===== config.mk =====
export PLATFORM = sky130hd
export DESIGN_NAME = marker_framed_sensor_deframer
export DESIGN_NICKNAME = d
export VERILOG_FILES = /design/src/rtl/core/msd_pkg.sv /design/src/rtl/core/marker_framed_sensor_deframer.sv
export SDC_FILE = /design/constraint.sdc
export NUM_CORES = 1
export LEC_CHECK = 0
export ABC_AREA = 1
export ABC_CLOCK_PERIOD_IN_PS = 7400
export BUFFER_PORTS_ARGS = -buffer_cell sky130_fd_sc_hd__buf_2
export CORE_MARGIN = 3
export CORE_UTILIZATION = 64
export CTS_BUF_LIST = sky130_fd_sc_hd__clkbuf_4 sky130_fd_sc_hd__clkbuf_8 sky130_fd_sc_hd__clkbuf_16
export DETAILED_ROUTE_END_ITERATION = 16
export MAX_ROUTING_LAYER = met4
export PLACE_DENSITY = 0.83
export SETUP_SLACK_MARGIN = 0.4
export SLEW_MARGIN = 30
export SYNTH_ARGS = -nofsm -noshare
export SYNTH_HDL_FRONTEND = slang
export SYNTH_SLANG_ARGS = --single-unit

===== constraint.sdc =====
create_clock -name clk_i -period 7.4 [get_ports clk_i]
set_input_delay 0.74 -clock clk_i [delete_from_list [all_inputs] [get_ports clk_i]]
set_output_delay 0.74 -clock clk_i [all_outputs]
set_load 0.03 [all_outputs]

===== src/rtl/core/msd_pkg.sv =====
// Shared constants for the marker-framed sensor deframer.
// No dependencies; imported by marker_framed_sensor_deframer.
package msd_pkg;

  // Frame layout
  localparam int unsigned FrameBytesDef = 10;
  localparam int unsigned StoreDepth    = 8;
  localparam int unsigned StoreIdxW     = 3;

  // Configuration registers
  localparam int unsigned CfgIdxW  = 1;
  localparam int unsigned CfgDataW = 8;

  typedef enum logic [CfgIdxW-1:0] {
    CfgStartMarker = 1'b0,
    CfgEndMarker   = 1'b1
  } cfg_idx_e;

  localparam logic [7:0] StartMarkerRst = 8'd170;
  localparam logic [7:0] EndMarkerRst   = 8'd85;

  // Exact x / 100 for 16-bit x: (x * 83887) >> 23
  localparam logic [16:0] Div100Mul   = 17'd83887;
  localparam int unsigned Div100Shift = 23;
  localparam logic [6:0]  Div100      = 7'd100;
  localparam logic [13:0] FracScale   = 14'd10000;

endpackage : msd_pkg


===== src/rtl/core/marker_framed_sensor_deframer.sv =====
// Marker-framed sensor deframer, top level.
// Depends on msd_pkg for frame layout, register codes and divide constants.
//
// Result path: the last byte loads the capture stage, then the output register.
// Throughput: one byte per cycle; the input stalls only while the capture stage
//   holds a finished frame and the output register is stalled.
// Reset: asynchronous, active low; clears the byte position, the valid flags and
//   sets start_marker to 170 and end_marker to 85. The frame store is not reset.
module marker_framed_sensor_deframer #(
  parameter int unsigned FRAME_BYTES = msd_pkg::FrameBytesDef
) (
  input  logic                               clk_i,
  input  logic                               rst_ni,
  // configuration write port
  input  logic                               cfg_we_i,
  input  logic [msd_pkg::CfgIdxW-1:0]        cfg_idx_i,
  input  logic [msd_pkg::CfgDataW-1:0]       cfg_data_i,
  // input request channel
  input  logic                               in_valid_i,
  output logic                               in_stall_o,
  input  logic [7:0]                         rx_byte_i,
  // result request channel
  output logic                               out_valid_o,
  input  logic                               out_stall_i,
  output logic signed [9:0]                  temp_int_o,
  output logic signed [20:0]                 temp_frac_micro_o,
  output logic [9:0]                         hum_int_o,
  output logic [19:0]                        hum_frac_micro_o,
  output logic [7:0]                         sound_level_o,
  output logic [15:0]                        distance_cm_o,
  output logic [7:0]                         alarm_bits_o
);
  import msd_pkg::*;

  localparam int unsigned PosW = $clog2(FRAME_BYTES);
  localparam logic [PosW-1:0] LastPos = PosW'(FRAME_BYTES - 1);

  // Capture stage payload: magnitudes and quotients, remainders come later.
  typedef struct packed {
    logic        t_neg;
    logic [15:0] t_mag;
    logic [9:0]  t_quo;
    logic [15:0] h_mag;
    logic [9:0]  h_quo;
    logic [7:0]  sound;
    logic [15:0] dist_cm;
    logic [7:0]  alarm;
  } cap_t;

  // ---------------------------------------------------------------------------
  // Configuration registers
  // ---------------------------------------------------------------------------
  logic [7:0] start_marker_q, end_marker_q;

  always_ff @(posedge clk_i or negedge rst_ni) begin
    if (!rst_ni) begin
      start_marker_q <= StartMarkerRst;
      end_marker_q   <= EndMarkerRst;
    end else if (cfg_we_i) begin
      unique case (cfg_idx_e'(cfg_idx_i))
        CfgStartMarker: start_marker_q <= cfg_data_i[7:0];
        CfgEndMarker:   end_marker_q   <= cfg_data_i[7:0];
        default: ;
      endcase
    end
  end

  // ---------------------------------------------------------------------------
  // Handshake: output register advances when empty or not stalled; the capture
  // stage advances into it at the same time. Stall input only when the capture
  // stage is full and cannot drain.
  // ---------------------------------------------------------------------------
  logic out_valid_q, cap_valid_q;
  logic out_ready, cap_move, in_accept;

  assign out_ready  = !out_valid_q || !out_stall_i;
  assign cap_move   = cap_valid_q && out_ready;
  assign in_stall_o = cap_valid_q && !out_ready;
  assign in_accept  = in_valid_i && !in_stall_o;

  // ---------------------------------------------------------------------------
  // Frame parser: byte position counter and frame byte store
  // ---------------------------------------------------------------------------
  logic [PosW-1:0] pos_q, pos_d;
  logic [7:0]      frame_q [StoreDepth];
  logic            frame_ok;
  logic            store_we;
  logic [StoreIdxW-1:0] store_idx;

  always_comb begin
    pos_d    = pos_q;
    frame_ok = 1'b0;
    if (in_accept) begin
      if (pos_q == '0) begin
        // idle: drop anything but the start marker
        if (rx_byte_i == start_marker_q) begin
          pos_d = PosW'(1);
        end
      end else if (pos_q == LastPos) begin
        // last byte: resync either way, report only on a good end marker
        pos_d    = '0;
        frame_ok = (rx_byte_i == end_marker_q);
      end else begin
        pos_d = pos_q + PosW'(1);
      end
    end
  end

  // Bytes one to eight are kept; extra bytes of a longer frame are only counted.
  assign store_we  = in_accept && (pos_q != '0) && (pos_q <= PosW'(StoreDepth));
  assign store_idx = StoreIdxW'(pos_q - PosW'(1));

  always_ff @(posedge clk_i or negedge rst_ni) begin
    if (!rst_ni) begin
      pos_q <= '0;
    end else begin
      pos_q <= pos_d;
    end
  end

  always_ff @(posedge clk_i) begin
    if (store_we) begin
      frame_q[store_idx] <= rx_byte_i;
    end
  end

  // ---------------------------------------------------------------------------
  // Capture stage: take magnitudes and divide by 100 with a reciprocal multiply
  // ---------------------------------------------------------------------------
  logic [15:0] t_raw, t_mag, h_raw;
  logic        t_neg;
  logic [32:0] t_prod, h_prod;
  cap_t        cap_d, cap_q;

  always_comb begin
    t_raw  = {frame_q[0], frame_q[1]};
    t_neg  = t_raw[15];
    t_mag  = t_neg ? (~t_raw + 16'd1) : t_raw;
    h_raw  = {frame_q[2], frame_q[3]};
    t_prod = {17'd0, t_mag} * {16'd0, Div100Mul};
    h_prod = {17'd0, h_raw} * {16'd0, Div100Mul};

    cap_d.t_neg   = t_neg;
    cap_d.t_mag   = t_mag;
    cap_d.t_quo   = t_prod[Div100Shift +: 10];
    cap_d.h_mag   = h_raw;
    cap_d.h_quo   = h_prod[Div100Shift +: 10];
    cap_d.sound   = frame_q[4];
    cap_d.dist_cm = {frame_q[5], frame_q[6]};
    cap_d.alarm   = frame_q[7];
  end

  always_ff @(posedge clk_i or negedge rst_ni) begin
    if (!rst_ni) begin
      cap_valid_q <= 1'b0;
    end else if (frame_ok) begin
      cap_valid_q <= 1'b1;
    end else if (cap_move) begin
      cap_valid_q <= 1'b0;
    end
  end

  always_ff @(posedge clk_i) begin
    if (frame_ok) begin
      cap_q <= cap_d;
    end
  end

  // ---------------------------------------------------------------------------
  // Output stage: remainder, scale to millionths, restore the temperature sign
  // ---------------------------------------------------------------------------
  logic [16:0] t_rem_w, h_rem_w;
  logic [6:0]  t_rem, h_rem;
  logic [19:0] t_frac, h_frac;

  logic signed [9:0]  temp_int_d, temp_int_q;
  logic signed [20:0] temp_frac_d, temp_frac_q;
  logic [9:0]         hum_int_q;
  logic [19:0]        hum_frac_q;
  logic [7:0]         sound_q, alarm_q;
  logic [15:0]        dist_q;

  always_comb begin
    t_rem_w = {1'b0, cap_q.t_mag} - ({7'd0, cap_q.t_quo} * {10'd0, Div100});
    h_rem_w = {1'b0, cap_q.h_mag} - ({7'd0, cap_q.h_quo} * {10'd0, Div100});
    t_rem   = t_rem_w[6:0];
    h_rem   = h_rem_w[6:0];
    t_frac  = {13'd0, t_rem} * {6'd0, FracScale};
    h_frac  = {13'd0, h_rem} * {6'd0, FracScale};

    temp_int_d  = cap_q.t_neg ? -$signed(cap_q.t_quo) : $signed(cap_q.t_quo);
    temp_frac_d = cap_q.t_neg ? -$signed({1'b0, t_frac}) : $signed({1'b0, t_frac});
  end

  always_ff @(posedge clk_i or negedge rst_ni) begin
    if (!rst_ni) begin
      out_valid_q <= 1'b0;
    end else if (out_ready) begin
      out_valid_q <= cap_valid_q;
    end
  end

  // hold the result while stalled
  always_ff @(posedge clk_i) begin
    if (cap_move) begin
      temp_int_q  <= temp_int_d;
      temp_frac_q <= temp_frac_d;
      hum_int_q   <= cap_q.h_quo;
      hum_frac_q  <= h_frac;
      sound_q     <= cap_q.sound;
      dist_q      <= cap_q.dist_cm;
      alarm_q     <= cap_q.alarm;
    end
  end

  assign out_valid_o       = out_valid_q;
  assign temp_int_o        = temp_int_q;
  assign temp_frac_micro_o = temp_frac_q;
  assign hum_int_o         = hum_int_q;
  assign hum_frac_micro_o  = hum_frac_q;
  assign sound_level_o     = sound_q;
  assign distance_cm_o     = dist_q;
  assign alarm_bits_o      = alarm_q;

endmodule : marker_framed_sensor_deframer


==> PnR_summary.wiki, run 1 <==
{| class="wikitable"
! Metric !! Value
|-
| Vertical die dimension || 191.3 µm
|-
| Clock tree skew after final layout || 0.02396 ns
|-
| Critical Path Start Type || flop
|-
| Overall via count from detail_route || 15430
|-
| Antenna violations before repair || 2
|-
| Routed wire per std cell || 17.71 µm
|-
| Placement-stage cell area || 23140 µm²
|-
| Slew Limit Headroom || 40.63%
|-
| Die width || 191.3 µm
|-
| Final setup viols || 0
|-
| Die area || 36610 µm²
|-
| Final WL || 49320 µm
|-
| Max layer used || met4
|-
| Arrival time reported for the critical path endpoint || 6.86 ns
|-
| Fraction of the cycle the final worst path needs || 88.57%
|-
| Number of inserted filler cells in the final layout || 2438
|-
| Most frequently used flop master after synthesis || sky130_fd_sc_hd__edfxtp_1
|-
| Number of unique standard cell types used by synthesis || 45
|-
| Signed area change from the synthesized netlist to the final layout || 9.761%
|-
| Post-route antenna net violation count || 0
|-
| Non-Filler Cell Area, Final || 24130 µm²
|-
| First-pass DRT Iterations || 7
|-
| Met3 wire len || 3842 µm
|-
| Latest clock arrival within the worst-skew pair || 0.57 ns
|-
| Number of design rule violations left after detail routing || 0
|-
| Clk sink count || 238
|-
| Violation count after the first detailed-routing iteration || 967
|-
| Post-route met1 wirelength || 20200 µm
|-
| Area taken by multi-input logic gates || 13090 µm²
|-
| Sequential cell area || 7047 µm²
|-
| Required time at the endpoint of the critical path || 7.71 ns
|-
| Setup TNS after final layout || 0 ns
|-
| Initial standard-cell utilization of the core || 65.23%
|-
| Shortest period the worst path allows || 6.554 ns
|-
| Quantity of hold-fixing buffers added after cts || 0
|-
| Clock tree root driver cell || sky130_fd_sc_hd__clkbuf_16
|-
| Run status || complete, no violations
|-
| CTS clock-pin slew for the worst setup and hold paths || 0.07 ns
|-
| H-tree depth || 1
|-
| Wire length on met2 || 23960 µm
|-
| Slew at the pin closest to its max-slew limit || 0.8906 ns
|-
| Synth Area per Inst || 10.11 µm²
|-
| Number of buffers inserted during clock tree synthesis || 26
|-
| Number of max-slew violations in the final report || 0
|-
| Most frequent standard cell in the layout excluding fill and tap cells || sky130_fd_sc_hd__inv_1
|-
| Fraction of layout instances using a drive strength above 1 || 9.114%
|-
| Number of ports placed on the die boundary || 117
|-
| Vias in the first global route || 16130
|-
| Seq cells post-synth || 238
|-
| CTS tree || done
|-
| Routability Congestion || 0.9649
|-
| Kind of end point of the critical path || flop
|-
| Port Buffers || 108
|-
| Worst-case setup slack after placement || 0.5019 ns
|-
| Antenna diode count || 0
|-
| Total Routing Usage GR || 28.35%
|-
| Sequential fraction of the synthesis area || 32.05%
|-
| Post-synthesis instance area || 21980 µm²
|-
| Vias per std cell || 5.542
|-
| Max Cap Violations || 0
|-
| Global-route wire length before repair || 79150 µm
|-
| Overflow after GRT || 0
|-
| Post-synthesis instance total || 2174
|-
| Maximum clock frequency || 0.1526 GHz
|-
| Commonest cells after routing, fill and taps aside || sky130_fd_sc_hd__inv_1, sky130_fd_sc_hd__ha_1, sky130_fd_sc_hd__nand2_1
|-
| Number of nets in the layout || 2912
|-
| Largest driver fanout on the critical path || 5
|-
| Number of enable flip-flop cells after synthesis || 216
|-
| Final setup slack of the worst path || 0.8459 ns
|-
| Number of cells in the finished layout apart from fillers || 2785
|-
| Pin count of the biggest net entering global routing || 75
|-
| CORE AREA || 33700 µm²
|-
| Detailed Place HPWL || 40020 µm
|-
| Placement row count || 67
|-
| Clk buf depth || 3
|-
| Setup repair after global routing missed its margin || no
|-
| Start-to-end type of the worst setup path || flop to flop
|-
| Placed Cells || 2736
|-
| Endpoints failing hold || 0
|-
| Post-synth ARST share || 9.244%
|-
| Syn. warnings || 0
|-
| HP Class || input pin to asynchronous set/reset pin
|}
## routing by layer
| metal | vias to the layer above | global-route usage [%] |
|---|---|---|
| met2 | 548 | 47.13 |
| met3 | 104 | 5.226 |
| met4 | 0 | 7.790 |
| met5 | - | - |
| li1 | 7313 | - |
| met1 | 7469 | 36.02 |
## worst max-delay path: stages (launching register included)
cell	delay [ns]
sky130_fd_sc_hd__edfxtp_1	0.39
sky130_fd_sc_hd__inv_1	0.14
sky130_fd_sc_hd__ha_1	0.19
sky130_fd_sc_hd__inv_1	0.08
sky130_fd_sc_hd__nor4_4	0.26
sky130_fd_sc_hd__nand3_1	0.11
sky130_fd_sc_hd__nand2_1	0.12
sky130_fd_sc_hd__nand2_1	0.11
sky130_fd_sc_hd__xor2_2	0.35
sky130_fd_sc_hd__inv_1	0.12
sky130_fd_sc_hd__fa_1	0.59
sky130_fd_sc_hd__fa_1	0.47
sky130_fd_sc_hd__fa_1	0.55
sky130_fd_sc_hd__inv_1	0.06
sky130_fd_sc_hd__fa_1	0.50
sky130_fd_sc_hd__fa_1	0.52
sky130_fd_sc_hd__fa_1	0.49
sky130_fd_sc_hd__ha_1	0.35
sky130_fd_sc_hd__nand2_1	0.13
sky130_fd_sc_hd__o21ai_0	0.14
sky130_fd_sc_hd__a21oi_1	0.19
sky130_fd_sc_hd__o21ai_0	0.10
sky130_fd_sc_hd__nor2_1	0.14
sky130_fd_sc_hd__o21ai_0	0.11
sky130_fd_sc_hd__nand2_1	0.06
sky130_fd_sc_hd__nand2_1	0.04
## cell usage after synthesis, types with 3 or more instances
cell	n	area [µm²]
sky130_fd_sc_hd__inv_1	488	1832
sky130_fd_sc_hd__ha_1	359	4492
sky130_fd_sc_hd__nand2_1	331	1242
sky130_fd_sc_hd__edfxtp_1	216	6486
sky130_fd_sc_hd__fa_1	213	4264
sky130_fd_sc_hd__nor2_1	110	412.9
sky130_fd_sc_hd__a21oi_1	78	390.4
sky130_fd_sc_hd__nand3_1	69	345.3
sky130_fd_sc_hd__o21ai_0	60	300.3
sky130_fd_sc_hd__xor2_1	52	455.4
sky130_fd_sc_hd__nor3_1	23	115.1
sky130_fd_sc_hd__xnor2_1	17	148.9
sky130_fd_sc_hd__a21o_1	16	120.1
sky130_fd_sc_hd__dfrtp_1	14	350.3
sky130_fd_sc_hd__o21bai_1	13	97.59
sky130_fd_sc_hd__nand4_1	10	62.56
sky130_fd_sc_hd__a31oi_1	9	56.30
sky130_fd_sc_hd__nor4_1	9	56.30
sky130_fd_sc_hd__or2_2	9	56.30
sky130_fd_sc_hd__buf_4	8	60.06
sky130_fd_sc_hd__dfstp_2	8	210.2
sky130_fd_sc_hd__nand3b_1	7	52.55
sky130_fd_sc_hd__nand2_2	6	37.54
sky130_fd_sc_hd__a21boi_0	5	37.54
sky130_fd_sc_hd__nor2_2	5	31.28
sky130_fd_sc_hd__o211ai_1	5	37.54
sky130_fd_sc_hd__a211oi_1	3	22.52
sky130_fd_sc_hd__clkbuf_1	3	11.26
sky130_fd_sc_hd__inv_2	3	11.26
sky130_fd_sc_hd__o22ai_1	3	18.77
sky130_fd_sc_hd__o31ai_1	3	22.52
## cell families (layout without fill, tap and decap cells)
group	after synthesis	after routing	share of synthesized area, %
flops	238	238	32.05
compound gates	203	203	5.310
other cells	1	8	0.01706
buf+inv	507	663	8.845
simple gates	584	584	11.20
fa+ha+maj	572	572	39.83
xor+xnor	69	69	2.749
## cell type report
| class | count | share of cell area, % |
|---|---|---|
| Clock buffer | 27 | 2.728 |
| Inverter | 492 | 7.654 |
| Sequential cell | 238 | 29.20 |
| Multi-Input combinational cell | 1436 | 54.23 |
| Tap cell | 448 | 2.323 |
| Clock inverter | 20 | 1.104 |
| Timing Repair Buffer | 124 | 2.753 |
## registers in the layout, summed over array words and instances, names as in the netlist
signal and count:
start_marker_q 8, frame_q 64, cap_q 67, end_marker_q 8, sound_level_o 8, hum_frac_micro_o 16, temp_int_o 10, hum_int_o 10
distance_cm_o 16, pos_q 4, alarm_bits_o 8, cap_valid_q 1, temp_frac_micro_o 17, out_valid_o 1
## final timing paths
check                              start                to  slack [ns]  cells after the start
max                        frame_q[1][0]         cap_q[60]        0.85                     25
min reg2reg                    cap_q[12]  distance_cm_o[4]        0.41                      0
min in group clk_i             cap_q[12]  distance_cm_o[4]        0.41                      0
max in group asynchronous         rst_ni   end_marker_q[6]        6.91                      1
max reg2reg                frame_q[1][0]         cap_q[60]        0.85                     25
min                               rst_ni          pos_q[0]        0.14                      1
## metrics by stage
stage	utilization [%]	hold slack (ns)
final	71.60	0.1358
after global routing	71.60	0.1482
after CTS	71.40	0.1259
after floorplan	-	0.4003
after global placement	68.66	0.4007
after detailed placement	68.66	0.4045
## timing repair
action	CTS	global route
endpoints found under the hold margin	0	0
endpoints found under the setup margin	0	10
buffers inserted	0	2
resized for setup	0	8
Power of run 1 is left out: the tool's default activity adds up to more than one toggle a clock period on the data nets, which glitch-free logic cannot reach.
==> run 2: changes to the inputs <==
--- a/config.mk
+++ b/config.mk
@@ -9,11 +9,10 @@
 export ABC_CLOCK_PERIOD_IN_PS = 7400
 export BUFFER_PORTS_ARGS = -buffer_cell sky130_fd_sc_hd__buf_2
 export CORE_MARGIN = 3
-export CORE_UTILIZATION = 64
+export CORE_UTILIZATION = 40
 export CTS_BUF_LIST = sky130_fd_sc_hd__clkbuf_4 sky130_fd_sc_hd__clkbuf_8 sky130_fd_sc_hd__clkbuf_16
 export DETAILED_ROUTE_END_ITERATION = 16
 export MAX_ROUTING_LAYER = met4
-export PLACE_DENSITY = 0.83
 export SETUP_SLACK_MARGIN = 0.4
 export SLEW_MARGIN = 30
 export SYNTH_ARGS = -nofsm -noshare
==> PnR_summary.wiki, run 2 (synthesis gave the netlist of run 1 again) <==
{| class="wikitable"
! Metric !! Value
|-
| Clock tree root driver cell || sky130_fd_sc_hd__clkbuf_16 (unchanged)
|-
| Max Cap Violations || 0 (unchanged)
|-
| Required time at the endpoint of the critical path || 7.74 ns (was 7.71 ns)
|-
| Quantity of hold-fixing buffers added after cts || 0 (unchanged)
|-
| Fraction of the cycle the final worst path needs || 90.03% (was 88.57%)
|-
| Sequential cell area || 7047 µm² (unchanged)
|-
| Overflow after GRT || 0 (unchanged)
|-
| Post-route antenna net violation count || 0 (unchanged)
|-
| Stage delay of the slowest cell on the critical path || 0.72 ns (was 0.59 ns)
|-
| Routed wire per std cell || 16.54 µm (was 17.71 µm)
|-
| CP Buf/Inv Count || 7 (was 4)
|-
| Number of max-slew violations in the final report || 0 (unchanged)
|-
| Maximum clock frequency || 0.1501 GHz (was 0.1526 GHz)
|-
| Vias in the first global route || 15420 (was 16130)
|-
| Final WL || 50280 µm (was 49320 µm)
|-
| HP Class || input pin to asynchronous set/reset pin (unchanged)
|-
| Area taken by multi-input logic gates || 13070 µm² (was 13090 µm²)
|-
| Clock tree skew after final layout || 0.03093 ns (was 0.02396 ns)
|-
| Commonest cells after routing, fill and taps aside || sky130_fd_sc_hd__inv_1, sky130_fd_sc_hd__ha_1, sky130_fd_sc_hd__nand2_1 (unchanged)
|-
| Number of inserted filler cells in the final layout || 5060 (was 2438)
|-
| Setup TNS after final layout || 0 ns (unchanged)
|-
| Initial standard-cell utilization of the core || 40.61% (was 65.23%)
|-
| Most frequent standard cell in the layout excluding fill and tap cells || sky130_fd_sc_hd__inv_1 (unchanged)
|-
| CORE AREA || 54130 µm² (was 33700 µm²)
|-
| Die area || 57810 µm² (was 36610 µm²)
|-
| Clk buf depth || 3 (unchanged)
|-
| Placement row count || 85 (was 67)
|-
| Global-route wire length before repair || 81100 µm (was 79150 µm)
|-
| Latest clock arrival within the worst-skew pair || 0.57 ns (about the same)
|-
| Kind of end point of the critical path || flop (unchanged)
|-
| CP max stage cell || sky130_fd_sc_hd__xnor2_1 (was sky130_fd_sc_hd__fa_1)
|-
| Number of nets in the layout || 2916 (was 2912)
|-
| Number of design rule violations left after detail routing || 0 (unchanged)
|-
| Antenna violations before repair || 1 (was 2)
|-
| Routability Congestion || 0.9059 (was 0.9649)
|-
| Setup repair after global routing missed its margin || no (unchanged)
|-
| Worst R2R Start || frame_q[1][0] (unchanged)
|-
| Non-Filler Cell Area, Final || 24550 µm² (was 24130 µm²)
|-
| Shortest period the worst path allows || 6.662 ns (was 6.554 ns)
|-
| Run status || complete, no violations (unchanged)
|-
| Largest driver fanout on the critical path || 7 (was 5)
|-
| CTS clock-pin slew for the worst setup and hold paths || 0.08 ns (was 0.07 ns)
|-
| Number of ports placed on the die boundary || 117 (unchanged)
|-
| Vias per std cell || 4.891 (was 5.542)
|-
| CTS tree || done (unchanged)
|-
| First-pass DRT Iterations || 5 (was 7)
|-
| Cell type group with the largest total delay on the critical path || adder cells (unchanged)
|-
| Slew Limit Headroom || 35.16% (was 40.63%)
|-
| Placement-stage cell area || 23460 µm² (was 23140 µm²)
|-
| Library cell appearing most often on the critical path || sky130_fd_sc_hd__inv_1 (was sky130_fd_sc_hd__fa_1)
|-
| Final setup viols || 0 (unchanged)
|-
| Slew at the pin closest to its max-slew limit || 0.9690 ns (was 0.8906 ns)
|-
| Antenna diode count || 0 (unchanged)
|-
| Setup slack of the worst register-to-register path || 0.74 ns (was 0.85 ns)
|-
| Die width || 240.4 µm (was 191.3 µm)
|-
| H-tree depth || 1 (unchanged)
|-
| Arrival time reported for the critical path endpoint || 7.00 ns (was 6.86 ns)
|-
| Endpoints failing hold || 0 (unchanged)
|-
| Port Buffers || 108 (unchanged)
|-
| Critical Path Start Type || flop (unchanged)
|-
| Violation count after the first detailed-routing iteration || 678 (was 967)
|-
| Start-to-end type of the worst setup path || flop to flop (unchanged)
|-
| Detailed Place HPWL || 41740 µm (was 40020 µm)
|-
| Pin count of the biggest net entering global routing || 70 (was 75)
|-
| Clk sink count || 238 (unchanged)
|-
| Overall via count from detail_route || 14870 (was 15430)
|-
| Signed area change from the synthesized netlist to the final layout || 11.68% (was 9.761%)
|-
| Max reg flops || 67 (unchanged)
|-
| Number of buffers inserted during clock tree synthesis || 28 (was 26)
|-
| Launching instance or port of the critical path || frame_q[1][0] (unchanged)
|-
| Total Routing Usage GR || 18.30% (was 28.35%)
|-
| Vertical die dimension || 240.4 µm (was 191.3 µm)
|-
| Register containing the most flip-flops in the final layout || cap_q (unchanged)
|-
| Fraction of layout instances using a drive strength above 1 || 9.556% (was 9.114%)
|}
-- run 2: cell types whose count changed in the layout (fill, tap and decap cells not counted), sizes merged --
cell and change:
clkbuf +6, clkinv -3, buf +2, inv +2, bufinv -1, clkinvlp +1
-- run 2: path summary, 6_finish.rpt --
kind / end / cells after the start
max: cap_q[62] / 25
min: pos_q[3] / 1
max reg2reg: cap_q[62] / 25
min reg2reg: hum_int_o[7] / 0
max in group asynchronous: start_marker_q[7] / 1
min in group clk_i: hum_int_o[7] / 0
-- run 2: final cells by class --
cell class | instances | area share, %
Inverter | 492 | 7.522
Multi-Input combinational cell | 1436 | 53.23
Sequential cell | 238 | 28.70
Tap cell | 696 | 3.547
Clock buffer | 33 | 3.155
Timing Repair Buffer | 126 | 2.849
Clock inverter | 19 | 0.9989
-- run 2: timing repair --
item	CTS	global route
setup endpoints to repair	0	10
resized for setup	0	7
buffers inserted	0	2
-- run 2: per-layer routing --
metal	vias to the layer above	wire length, µm	track usage, %
met5	-	0	-
met4	0	654	2.459
met3	43	2144	2.535
met2	254	23480	30.31
met1	7255	24000	24.66
li1	7317	-	-
-- run 2: metrics by stage --
step	hold slack [ns]	util [%]	setup slack, ns	instances
final	0.1328	45.35	0.7375	3040
after global routing	0.1424	45.35	0.3789	3040
after CTS	0.1104	45.21	0.5393	3037
after detailed placement	0.4045	43.33	0.5297	2985
after global placement	0.4005	43.33	0.6023	2985
after floorplan	0.4003	-	0.7117	2181
Power of run 2 is left out for the same reason.
==> run 3: changes to the inputs <==
--- a/config.mk
+++ b/config.mk
@@ -8,11 +8,14 @@
 export ABC_AREA = 1
 export ABC_CLOCK_PERIOD_IN_PS = 7400
 export BUFFER_PORTS_ARGS = -buffer_cell sky130_fd_sc_hd__buf_2
+export CELL_PAD_IN_SITES_DETAIL_PLACEMENT = 1
+export CELL_PAD_IN_SITES_GLOBAL_PLACEMENT = 2
 export CORE_MARGIN = 3
 export CORE_UTILIZATION = 40
 export CTS_BUF_LIST = sky130_fd_sc_hd__clkbuf_4 sky130_fd_sc_hd__clkbuf_8 sky130_fd_sc_hd__clkbuf_16
 export DETAILED_ROUTE_END_ITERATION = 16
 export MAX_ROUTING_LAYER = met4
+export PLACE_DENSITY_LB_ADDON = 0.1
 export SETUP_SLACK_MARGIN = 0.4
 export SLEW_MARGIN = 30
 export SYNTH_ARGS = -nofsm -noshare
==> PnR_summary.wiki, run 3 (synthesis gave the netlist of run 1 again) <==
{| class="wikitable"
! Metric !! Value
|-
| HP Class || input pin to asynchronous set/reset pin (unchanged)
|-
| Run status || complete, no violations (unchanged)
|-
| Pin count of the biggest net entering global routing || 59 (was 70)
|-
| Slew at the pin closest to its max-slew limit || 0.8513 ns (was 0.9690 ns)
|-
| CORE AREA || 54130 µm² (unchanged)
|-
| Signed area change from the synthesized netlist to the final layout || 11.41% (was 11.68%)
|-
| Total Routing Usage GR || 19.86% (was 18.30%)
|-
| Final setup slack of the worst path || 0.8707 ns (was 0.7375 ns)
|-
| Final setup viols || 0 (unchanged)
|-
| Vias in the first global route || 16240 (was 15420)
|-
| Clock tree root driver cell || sky130_fd_sc_hd__clkbuf_16 (unchanged)
|-
| Start-to-end type of the worst setup path || flop to flop (unchanged)
|-
| Number of ports placed on the die boundary || 117 (unchanged)
|-
| Latest clock arrival within the worst-skew pair || 0.58 ns (was 0.57 ns)
|-
| Maximum clock frequency || 0.1532 GHz (was 0.1501 GHz)
|-
| Antenna diode count || 0 (unchanged)
|-
| Initial standard-cell utilization of the core || 40.61% (unchanged)
|-
| Clk sink count || 238 (unchanged)
|-
| Overflow after GRT || 0 (unchanged)
|-
| Slew Limit Headroom || 43.25% (was 35.16%)
|-
| Shortest period the worst path allows || 6.529 ns (was 6.662 ns)
|-
| Die area || 57810 µm² (unchanged)
|-
| Setup TNS after final layout || 0 ns (unchanged)
|-
| Placement row count || 85 (unchanged)
|-
| Post-route antenna net violation count || 0 (unchanged)
|-
| Library cell appearing most often on the critical path || sky130_fd_sc_hd__fa_1 (was sky130_fd_sc_hd__inv_1)
|-
| Number of nets in the layout || 2911 (was 2916)
|-
| Overall via count from detail_route || 14850 (was 14870)
|-
| Number of design rule violations left after detail routing || 0 (unchanged)
|-
| Clk buf depth || 3 (unchanged)
|-
| Arrival time reported for the critical path endpoint || 6.87 ns (was 7.00 ns)
|-
| Setup repair after global routing missed its margin || yes (was no)
|-
| Die width || 240.4 µm (unchanged)
|-
| First-pass DRT Iterations || 4 (was 5)
|-
| CP max stage cell || sky130_fd_sc_hd__fa_1 (was sky130_fd_sc_hd__xnor2_1)
|-
| Vertical die dimension || 240.4 µm (unchanged)
|-
| Worst-case setup slack after placement || 0.2969 ns (was 0.5297 ns)
|-
| Vias per std cell || 4.893 (was 4.891)
|-
| Most frequent standard cell in the layout excluding fill and tap cells || sky130_fd_sc_hd__inv_1 (unchanged)
|-
| Number of max-slew violations in the final report || 0 (unchanged)
|-
| Required time at the endpoint of the critical path || 7.74 ns (about the same)
|-
| CTS tree || done (unchanged)
|-
| Routability Congestion || 0.8377 (was 0.9059)
|-
| Final WL || 54420 µm (was 50280 µm)
|-
| Fraction of the cycle the final worst path needs || 88.23% (was 90.03%)
|-
| Max reg flops || 67 (unchanged)
|-
| Port Buffers || 108 (unchanged)
|-
| Quantity of hold-fixing buffers added after cts || 0 (unchanged)
|-
| Global-route wire length before repair || 87290 µm (was 81100 µm)
|-
| Fraction of layout instances using a drive strength above 1 || 9.624% (was 9.556%)
|-
| Detailed Place HPWL || 45880 µm (was 41740 µm)
|-
| Max Cap Violations || 0 (unchanged)
|-
| Kind of end point of the critical path || flop (unchanged)
|-
| Commonest cells after routing, fill and taps aside || sky130_fd_sc_hd__inv_1, sky130_fd_sc_hd__ha_1, sky130_fd_sc_hd__nand2_1 (unchanged)
|-
| Non-Filler Cell Area, Final || 24490 µm² (was 24550 µm²)
|-
| Register containing the most flip-flops in the final layout || cap_q (unchanged)
|-
| H-tree depth || 1 (unchanged)
|-
| Violation count after the first detailed-routing iteration || 525 (was 678)
|-
| Placed Cells || 2983 (was 2985)
|-
| Endpoints failing hold || 0 (unchanged)
|-
| CTS clock-pin slew for the worst setup and hold paths || 0.07 ns (was 0.08 ns)
|-
| Critical Path Start Type || flop (unchanged)
|-
| Number of cells in the finished layout apart from fillers || 3034 (was 3040)
|-
| Number of buffers inserted during clock tree synthesis || 27 (was 28)
|-
| Routed wire per std cell || 17.94 µm (was 16.54 µm)
|-
| Largest driver fanout on the critical path || 5 (was 7)
|-
| Stage delay of the slowest cell on the critical path || 0.55 ns (was 0.72 ns)
|-
| Antenna violations before repair || 0 (was 1)
|-
| Clock tree skew after final layout || 0.02272 ns (was 0.03093 ns)
|-
| Placement-stage cell area || 23440 µm² (was 23460 µm²)
|}
-- run 3: worst paths after layout --
check / from / cells after the start / slack [ns] / end
max in group asynchronous: rst_ni / 1 / 6.87 / end_marker_q[0]
min reg2reg: cap_q[5] / 0 / 0.41 / alarm_bits_o[5]
min: rst_ni / 1 / 0.14 / start_marker_q[0]
min in group clk_i: cfg_data_i[6] / 3 / 0.40 / end_marker_q[6]
max reg2reg: frame_q[1][2] / 25 / 0.87 / cap_q[66]
max: frame_q[1][2] / 25 / 0.87 / cap_q[66]
-- run 3: worst max-delay path, delay by kind of cell, from the launching register on --
kind	cells	cell delay (ns)
fa+ha+maj	7	3.41
compound gates	1	0.12
xor+xnor	1	0.15
buf+inv	6	0.68
simple gates	10	1.49
flops	1	0.43
-- run 3: area by class of cell --
| cell class | count | area [µm²] |
|---|---|---|
| fill | 6097 | 29640 |
| inverter | 492 | 1847 |
| multi-input combinational | 1436 | 13140 |
| tap | 696 | 870.8 |
| sequential | 238 | 7047 |
| clock inverter | 11 | 137.6 |
| timing repair buffer | 122 | 665.6 |
| clock buffer | 39 | 784.5 |
-- run 3: timing repair --
action | CTS | global route
pin swaps | 0 | 1
resized for setup | 1 | 17
endpoints found under the setup margin | 4 | 10
setup buffers | 0 | 0
endpoints found under the hold margin | 0 | 0
-- run 3: routing by layer --
layer,track usage [%],share of wire (%)
met3,2.443,2.9
met5,-,0
met4,3.515,1.7
met1,26.21,46
met2,33.38,49
-- run 3: per-stage QoR --
stage / hold slack, ns / utilization (%)
after floorplan: 0.4003 / -
after global placement: 0.4010 / 43.30
after detailed placement: 0.4052 / 43.30
after CTS: 0.1294 / 45.02
after global routing: 0.1648 / 45.24
final: 0.1446 / 45.24
Power of run 3 is left out for the same reason.
